### config.mk
export PLATFORM = sky130hd
export DESIGN_NAME = fifo_budget_cache_directory_unit
export DESIGN_NICKNAME = d
export VERILOG_FILES = /design/src/hdl/fbcd_pkg.sv /design/src/hdl/fifo_budget_cache_directory_unit.sv
export SDC_FILE = /design/constraint.sdc
export NUM_CORES = 2
export LEC_CHECK = 0
export BUFFER_PORTS_ARGS = -buffer_cell sky130_fd_sc_hd__buf_2
export CAP_MARGIN = 10
export CELL_PAD_IN_SITES_DETAIL_PLACEMENT = 0
export CELL_PAD_IN_SITES_GLOBAL_PLACEMENT = 2
export CORE_MARGIN = 2
export CORE_UTILIZATION = 48
export CTS_CLUSTER_SIZE = 40
export DETAILED_ROUTE_END_ITERATION = 8
export PLACE_DENSITY = 0.93
export SKIP_CTS_REPAIR_TIMING = 1
export SLEW_MARGIN = 20
export SYNTH_ARGS = -nofsm -noshare
export SYNTH_HDL_FRONTEND = slang
export SYNTH_SLANG_ARGS = --single-unit
export TNS_END_PERCENT = 50
### constraint.sdc
create_clock -name clk -period 15.8 [get_ports clk]
set_clock_uncertainty 0.1 [all_clocks]
set_input_delay 0.79 -clock clk [delete_from_list [all_inputs] [get_ports clk]]
set_output_delay 0.79 -clock clk [all_outputs]
set_load 0.1 [all_outputs]
### src/hdl/fbcd_pkg.sv
`timescale 1ns / 1ps
`default_nettype none
// ----------------------------------------------------------------------------
// fbcd_pkg
// Shared types and codes for the FIFO budget cache directory.
// ----------------------------------------------------------------------------
package fbcd_pkg;

  localparam int DEFAULT_DEPTH = 32;

  localparam int ID_W     = 31;
  localparam int SIZE_W   = 32;
  localparam int AGE_W    = 32;
  localparam int KIND_W   = 2;
  localparam int CLIM_W   = 6;
  localparam int BLIM_W   = 32;
  localparam int CFG_IDX_W = 1;
  localparam int CFG_DATA_W = 32;
  localparam int TDATA_W  = 64;

  localparam logic FUNC_INSERT = 1'b0;
  localparam logic FUNC_CLEAR  = 1'b1;

  localparam logic [KIND_W-1:0] KIND_EVICT   = 2'd0;
  localparam logic [KIND_W-1:0] KIND_STORED  = 2'd1;
  localparam logic [KIND_W-1:0] KIND_DROPPED = 2'd2;
  localparam logic [KIND_W-1:0] KIND_CLEARED = 2'd3;

  localparam logic [CFG_IDX_W-1:0] REG_COUNT_LIMIT = 1'd0;
  localparam logic [CFG_IDX_W-1:0] REG_BYTE_LIMIT  = 1'd1;

  typedef struct packed {
    logic [AGE_W-1:0]  age;
    logic [SIZE_W-1:0] size;
    logic [ID_W-1:0]   id;
  } entry_t;

endpackage
`default_nettype wire

### src/hdl/fifo_budget_cache_directory_unit.sv
`timescale 1ns / 1ps
`default_nettype none
// ----------------------------------------------------------------------------
// fifo_budget_cache_directory_unit
// Insertion-ordered cache directory with an entry-count limit and a byte budget.
// ----------------------------------------------------------------------------
// Each insert may evict the oldest entries (one eviction result per entry) and
// then reports the item as stored or dropped with tlast set; a clear empties the
// table and reports once. Entries sit in a single-port-write, single-port-read
// memory with registered read data, and one compare unit walks it to find the
// oldest entry. Each eviction adds a scan of the live entries, a compare drain
// step, the result, and a read and write to move the last entry into the freed
// slot. The input is not ready until the last result is loaded into the output
// register; no clearing pass after reset.
// ----------------------------------------------------------------------------
module fifo_budget_cache_directory_unit #(
  parameter int TABLE_DEPTH = fbcd_pkg::DEFAULT_DEPTH
) (
  input  wire                              clk,
  input  wire                              rst_n,
  input  wire                              in_tvalid,
  output logic                             in_tready,
  input  wire  [fbcd_pkg::TDATA_W-1:0]     in_tdata,   // item_id[30:0], item_size[62:31], 0
  input  wire                              in_tuser,   // func
  output logic                             out_tvalid,
  input  wire                              out_tready,
  output logic [fbcd_pkg::TDATA_W-1:0]     out_tdata,  // result_id[30:0], result_size[62:31], 0
  output logic [fbcd_pkg::KIND_W-1:0]      out_tuser,  // kind
  output logic                             out_tlast,
  input  wire                              cfg_valid,
  output logic                             cfg_ready,
  input  wire  [fbcd_pkg::CFG_IDX_W-1:0]   cfg_index,
  input  wire  [fbcd_pkg::CFG_DATA_W-1:0]  cfg_data
);

  localparam int IDX_W   = $clog2(TABLE_DEPTH);
  localparam int CNT_W   = $clog2(TABLE_DEPTH + 1);
  localparam int TOTAL_W = fbcd_pkg::SIZE_W + CNT_W;
  localparam int LIM_W   = fbcd_pkg::CLIM_W + 1;

  localparam logic [2:0] S_IDLE    = 3'd0;
  localparam logic [2:0] S_CHECK   = 3'd1;
  localparam logic [2:0] S_SCAN    = 3'd2;
  localparam logic [2:0] S_SDONE   = 3'd3;
  localparam logic [2:0] S_EVICT   = 3'd4;
  localparam logic [2:0] S_MOVE_RD = 3'd5;
  localparam logic [2:0] S_MOVE_WR = 3'd6;
  localparam logic [2:0] S_FINAL   = 3'd7;

  logic [2:0]                    state_r, state_nxt;
  logic [CNT_W-1:0]              count_r, count_nxt;
  logic [TOTAL_W-1:0]            total_r, total_nxt;
  logic [fbcd_pkg::AGE_W-1:0]    age_r, age_nxt;
  logic [fbcd_pkg::CLIM_W-1:0]   clim_r;
  logic [fbcd_pkg::BLIM_W-1:0]   blim_r;

  logic                          func_r;
  logic [fbcd_pkg::ID_W-1:0]     id_r;
  logic [fbcd_pkg::SIZE_W-1:0]   size_r;

  logic [IDX_W-1:0]              scan_idx_r, scan_idx_nxt;
  logic                          cmp_vld_r;
  logic [IDX_W-1:0]              cmp_idx_r;
  logic                          found_r, found_nxt;
  logic [fbcd_pkg::AGE_W-1:0]    best_age_r, best_age_nxt;
  logic [IDX_W-1:0]              best_idx_r, best_idx_nxt;
  logic [fbcd_pkg::ID_W-1:0]     best_id_r, best_id_nxt;
  logic [fbcd_pkg::SIZE_W-1:0]   best_size_r, best_size_nxt;
  logic                          more_r, more_nxt;

  fbcd_pkg::entry_t              mem [TABLE_DEPTH];
  fbcd_pkg::entry_t              mem_q;
  fbcd_pkg::entry_t              mem_wd;
  logic                          mem_we;
  logic [IDX_W-1:0]              mem_wa;
  logic [IDX_W-1:0]              rd_addr;

  logic                          out_tvalid_r;
  logic [fbcd_pkg::TDATA_W-1:0]  out_tdata_r;
  logic [fbcd_pkg::KIND_W-1:0]   out_tuser_r;
  logic                          out_tlast_r;
  logic                          out_free;
  logic                          out_ld;
  logic [fbcd_pkg::KIND_W-1:0]   ld_kind;
  logic [fbcd_pkg::ID_W-1:0]     ld_id;
  logic [fbcd_pkg::SIZE_W-1:0]   ld_size;
  logic                          ld_last;

  logic                          hit;
  logic                          over;
  logic                          drop;

  assign in_tready  = (state_r == S_IDLE);
  assign cfg_ready  = 1'b1;
  assign out_tvalid = out_tvalid_r;
  assign out_tdata  = out_tdata_r;
  assign out_tuser  = out_tuser_r;
  assign out_tlast  = out_tlast_r;
  assign out_free   = !out_tvalid_r || out_tready;

  assign hit  = cmp_vld_r && (mem_q.age < best_age_r);
  assign over = (LIM_W'(count_r) > LIM_W'(clim_r)) ||
                (total_r > TOTAL_W'(blim_r));
  assign drop = (clim_r == '0) || (blim_r == '0) ||
                (LIM_W'(count_r) + LIM_W'(1) >= LIM_W'(clim_r)) ||
                (count_r >= CNT_W'(TABLE_DEPTH));

  always_comb begin
    state_nxt     = state_r;
    count_nxt     = count_r;
    total_nxt     = total_r;
    age_nxt       = age_r;
    scan_idx_nxt  = scan_idx_r;
    found_nxt     = found_r;
    best_age_nxt  = best_age_r;
    best_idx_nxt  = best_idx_r;
    best_id_nxt   = best_id_r;
    best_size_nxt = best_size_r;
    more_nxt      = more_r;
    rd_addr       = scan_idx_r;
    mem_we        = 1'b0;
    mem_wa        = best_idx_r;
    mem_wd        = mem_q;
    out_ld        = 1'b0;
    ld_kind       = fbcd_pkg::KIND_EVICT;
    ld_id         = best_id_r;
    ld_size       = best_size_r;
    ld_last       = 1'b0;

    if (hit) begin
      found_nxt     = 1'b1;
      best_age_nxt  = mem_q.age;
      best_idx_nxt  = cmp_idx_r;
      best_id_nxt   = mem_q.id;
      best_size_nxt = mem_q.size;
    end

    case (state_r)
      S_IDLE: begin
        if (in_tvalid) begin
          state_nxt = S_CHECK;
        end
      end
      S_CHECK: begin
        if (func_r == fbcd_pkg::FUNC_CLEAR || !over || count_r == '0) begin
          state_nxt = S_FINAL;
        end else begin
          state_nxt    = S_SCAN;
          scan_idx_nxt = '0;
          found_nxt    = 1'b0;
          best_age_nxt = age_r;
        end
      end
      S_SCAN: begin
        scan_idx_nxt = scan_idx_r + IDX_W'(1);
        if (scan_idx_r == IDX_W'(count_r - CNT_W'(1))) begin
          state_nxt = S_SDONE;
        end
      end
      S_SDONE: begin
        state_nxt = (found_r || hit) ? S_EVICT : S_FINAL;
      end
      S_EVICT: begin
        if (out_free) begin
          out_ld    = 1'b1;
          total_nxt = total_r - TOTAL_W'(best_size_r);
          count_nxt = count_r - CNT_W'(1);
          state_nxt = S_MOVE_RD;
        end
      end
      S_MOVE_RD: begin
        rd_addr   = IDX_W'(count_r);
        more_nxt  = (total_r > TOTAL_W'(blim_r)) && (best_size_r != '0);
        state_nxt = S_MOVE_WR;
      end
      S_MOVE_WR: begin
        mem_we = 1'b1;
        if (more_r && count_r != '0) begin
          state_nxt    = S_SCAN;
          scan_idx_nxt = '0;
          found_nxt    = 1'b0;
          best_age_nxt = age_r;
        end else begin
          state_nxt = S_FINAL;
        end
      end
      S_FINAL: begin
        if (out_free) begin
          out_ld    = 1'b1;
          ld_last   = 1'b1;
          state_nxt = S_IDLE;
          if (func_r == fbcd_pkg::FUNC_CLEAR) begin
            ld_kind   = fbcd_pkg::KIND_CLEARED;
            ld_id     = '0;
            ld_size   = '0;
            count_nxt = '0;
            total_nxt = '0;
            age_nxt   = '0;
          end else begin
            ld_id   = id_r;
            ld_size = size_r;
            if (drop) begin
              ld_kind = fbcd_pkg::KIND_DROPPED;
            end else begin
              ld_kind   = fbcd_pkg::KIND_STORED;
              mem_we    = 1'b1;
              mem_wa    = IDX_W'(count_r);
              mem_wd    = '{age: age_r, size: size_r, id: id_r};
              count_nxt = count_r + CNT_W'(1);
              age_nxt   = age_r + fbcd_pkg::AGE_W'(1);
              total_nxt = total_r + TOTAL_W'(size_r);
            end
          end
        end
      end
      default: begin
        state_nxt = S_IDLE;
      end
    endcase
  end

  always_ff @(posedge clk) begin
    if (mem_we) begin
      mem[mem_wa] <= mem_wd;
    end
    mem_q <= mem[rd_addr];
  end

  always_ff @(posedge clk) begin
    if (!rst_n) begin
      state_r      <= S_IDLE;
      count_r      <= '0;
      total_r      <= '0;
      age_r        <= '0;
      clim_r       <= '0;
      blim_r       <= '0;
      cmp_vld_r    <= 1'b0;
      found_r      <= 1'b0;
      more_r       <= 1'b0;
      out_tvalid_r <= 1'b0;
    end else begin
      state_r      <= state_nxt;
      count_r      <= count_nxt;
      total_r      <= total_nxt;
      age_r        <= age_nxt;
      cmp_vld_r    <= (state_r == S_SCAN);
      found_r      <= found_nxt;
      more_r       <= more_nxt;
      out_tvalid_r <= out_ld || (out_tvalid_r && !out_tready);
      if (cfg_valid && cfg_ready) begin
        case (cfg_index)
          fbcd_pkg::REG_COUNT_LIMIT: clim_r <= cfg_data[fbcd_pkg::CLIM_W-1:0];
          fbcd_pkg::REG_BYTE_LIMIT:  blim_r <= cfg_data[fbcd_pkg::BLIM_W-1:0];
          default: ;
        endcase
      end
    end
  end

  always_ff @(posedge clk) begin
    if (in_tvalid && in_tready) begin
      func_r <= in_tuser;
      id_r   <= in_tdata[fbcd_pkg::ID_W-1:0];
      size_r <= in_tdata[fbcd_pkg::ID_W +: fbcd_pkg::SIZE_W];
    end
    scan_idx_r  <= scan_idx_nxt;
    cmp_idx_r   <= scan_idx_r;
    best_age_r  <= best_age_nxt;
    best_idx_r  <= best_idx_nxt;
    best_id_r   <= best_id_nxt;
    best_size_r <= best_size_nxt;
    if (out_ld) begin
      out_tdata_r <= fbcd_pkg::TDATA_W'({ld_size, ld_id});
      out_tuser_r <= ld_kind;
      out_tlast_r <= ld_last;
    end
  end

  a_count_bound : assert property (@(posedge clk) disable iff (!rst_n)
    count_r <= CNT_W'(TABLE_DEPTH))
    else $error("entry count above table depth");

  a_evict_not_last : assert property (@(posedge clk) disable iff (!rst_n)
    (out_tvalid && out_tuser == fbcd_pkg::KIND_EVICT) |-> !out_tlast)
    else $error("eviction result marked last");

  a_evict_count : assert property (@(posedge clk) disable iff (!rst_n)
    (state_r == S_EVICT && out_free) |=> (count_r == $past(count_r) - CNT_W'(1)))
    else $error("eviction did not remove an entry");

  a_move_order : assert property (@(posedge clk) disable iff (!rst_n)
    (state_r == S_MOVE_WR) |-> ($past(state_r) == S_MOVE_RD))
    else $error("entry move written without its read");

endmodule
`default_nettype wire
==> qor.txt <==
R2R Path Start: count_r[0]
Die area: 302000 um2
Die height: 550 um
Number of fillers in the final layout: 24.2k
Tmin final: 7.45 ns
Int Pwr: 17400 uW
Total Wirelength: 401000 um
Final nets: 11.7k
Gate power share: 18.3%
Most common cell in the synthesized netlist: nand2_1
Hold-critical path endpoint: size_r[24]
Synth Register Bits: 3496
Port Buf Inserts: 169
Setup TNS: 0 ns
CTS clock-pin slew for the worst setup and hold paths: 0.06 ns
H-tree Lvls: 5
FMAX: 134 MHz
Top Ports: 173
Worst-Skew Late Latency: 0.90 ns
Worst Tran Pin Value: 1.20 ns
WL/cell: 25.6 um
Static Leak: 0.0563 uW
Peak VDD IR: 0.105 mV
Placed insts: 15.0k
Kind of critical path: reg2reg
Via count: 95.1k
Final hold slack: 0.0236 ns
Largest net degree at the start of global routing: 180
GPL Wtd Cong: 0.866
Syn_nets: 11.7k
Hold-critical path depth: 1
DIE WIDTH: 550 um
Finished Layout Cells: 15.7k
GR Util All Layers: 25.9%
Synth area leader: edfxtp_1
CTS max path bufs: 4
Setup-failing EPs final: 0
Clock sinks: 3496
Asr flop ratio synth: 0%
Post-Syn Area per Cell: 12.4 um2
Clock power share: 33.4%
RSZ-0062 raised after global routing: false
Core area: 297000 um2
Cell Area, Synth: 143000 um2
Post-synth top cells: 3385 x nand2_1, 3243 x edfxtp_1, 1520 x nand3_1
Layout Area Growth over Synthesis: 11.7%
Hold WC Path Type: in2reg
Yosys top cell area share: 68.2%
Post-detailed-route count of antenna-violating nets: 0
Clock tree root driver cell: clkbuf_16
HPWL after DPL: 197000 um
Max-slew violations: 0
Worst Reg-to-Reg Cells: 12
Vias per cell: 6.06
R2r endpoint: mem[10][29]
Warnings from Yosys: 0
Residual DRC: 0
Final core occ: 53.8%
Initial antenna violation count: 14
Synth cell types: 76
DRT Pass-1 Iters: 6
Slew headroom: 20.3%
Final Hold Fails: 0
Num CTS Buffers: 355
Initial core utilization: 48.2%
Total net switching power: 7080 uW
Reg power frac: 48.3%
Share of cells above drive strength 1: 7.93%
Worst EP arrival: 7.83 ns
R2R setup slack: 8.35 ns
WP data required: 16.18 ns
DRT iter0 DRCs: 10.7k
FP Rows: 200
Worst Path Max Fanout: 46
Sw Share: 29.0%
Grt ovf: 0
Crit. End Element: register
Vias in the first global route: 90.1k
Synth area leaders: edfxtp_1 68%, nand2_1 8.9%, nand3_1 5.3%
Crit start category: register
Max Cap Viol: 0
EDFF count, synth: 3243
PD cells: 153 nW/um2
Seq/Total Area, Yosys: 71.7%
Hold_sp: in_tdata[55]
Final Cycle Share: 47.1%
Status: completed
Post-synthesis cell count: 11.5k
CTS tree: done
Post-synth top flop: edfxtp_1
First-pass GRT wire length: 586000 um
power by group through the flow:
stage                     logic, uW  registers (uW)  clock network, uW
after floorplan                2990           11800                  0
after global placement         4230           12000                  0
after detailed placement       4380           12000                  0
after CTS                      4410           11800               8260
after global routing           4910           11800               8600
final                          4470           11800               8160
worst max-delay path: stages, from the launching register on:
cell and delay (ns):
dfxtp_1 0.74, inv_1 0.31, ha_1 0.43, ha_1 0.30
a31oi_1 0.08, o21ai_0 0.82, o31ai_4 0.11, nand2_4 0.58
mux2i_1 0.47, nand2_1 0.32, nor2_4 0.94, buf_4 0.90
buf_4 0.82
final cells by class:
class	count	area, um2	share of cell area [%]
Clock inverter	161	1410	0.884
Antenna cell	6	15.0	0.00941
Timing Repair Buffer	396	3060	1.92
Clock buffer	490	9850	6.18
Multi-Input combinational cell	7092	37300	23.4
Tap cell	3939	4930	3.09
Inverter	122	460	0.289
Sequential cell	3496	102000	64.2
cell usage in the layout (no fill, tap or decap), drive strengths merged, types with 34 or more instances in the layout:
cell         count
nand3         1520
a21boi          43
a311oi         482
buf            349
nor2b           42
dfxtp          253
clkbuf         490
inv            130
xnor2           37
a32o            63
mux2i           77
nand2         3385
edfxtp        3243
clkinv         121
ha             144
a22o            34
and3           219
nand4           34
a21o           129
nor3            45
dlygate4sd3     47
a31oi          115
nor2           131
xor2            36
a21oi          132
o21ai          129
worst max path at each step:
stage | depth (start not counted) | slack (ns) | endpoint | from
finish | 12 | 8.35 | mem[10][29] | count_r[0]
global route | 12 | 8.16 | mem[10][29] | count_r[0]
CTS | 12 | 8.28 | mem[16][28] | count_r[0]
detailed placement | 12 | 8.31 | mem[16][11] | count_r[0]
global placement | 12 | 8.51 | mem[16][11] | count_r[0]
floorplan | 14 | 8.27 | mem[17][0] | count_r[2]
registers in the layout, indices dropped and copies added (netlist names), 2 cells and up:
| name | flops |
|---|---|
| best_age_r | 32 |
| count_r | 6 |
| state_r | 3 |
| cmp_idx_r | 5 |
| mem | 3040 |
| age_r | 32 |
| total_r | 38 |
| clim_r | 6 |
| id_r | 31 |
| best_idx_r | 5 |
| best_size_r | 32 |
| scan_idx_r | 5 |
| size_r | 32 |
| out_tuser | 2 |
| best_id_r | 31 |
| out_tdata | 63 |
| blim_r | 32 |
| mem_q | 95 |
through the flow:
stage / total power, uW / setup slack, ns / instance area, um2
6_report: 24500 / 8.35 / 160000
2_1_floorplan: 14800 / 8.27 / 143000
4_1_cts: 24500 / 8.28 / 159000
5_1_grt: 25300 / 8.16 / 160000
3_3_place_gp: 16200 / 8.51 / 148000
3_5_place_dp: 16400 / 8.31 / 148000
cells by family (layout without fill, tap and decap cells):
group,after synthesis,after routing,share of synthesized area [%]
XOR/XNOR,73,73,0.448
flip-flops,3496,3496,71.7
buffers and inverters,908,1169,2.45
other,2,8,0.00526
multiplexers,80,80,0.563
AO/OA/AOI/OAI,1313,1313,7.01
adder cells (fa/ha/maj),146,146,1.29
AND/OR/NAND/NOR,5478,5478,16.5
metal layers:
metal | vias up | wire (um) | track usage, %
met4 | 6 | 11900 | 7.99
met5 | - | 48 | 0
met3 | 724 | 35900 | 3.73
met1 | 47500 | 167000 | 36.6
met2 | 4552 | 187000 | 41.5
li1 | 42300 | - | -
Note: power is estimated with default switching activity, not from simulation.
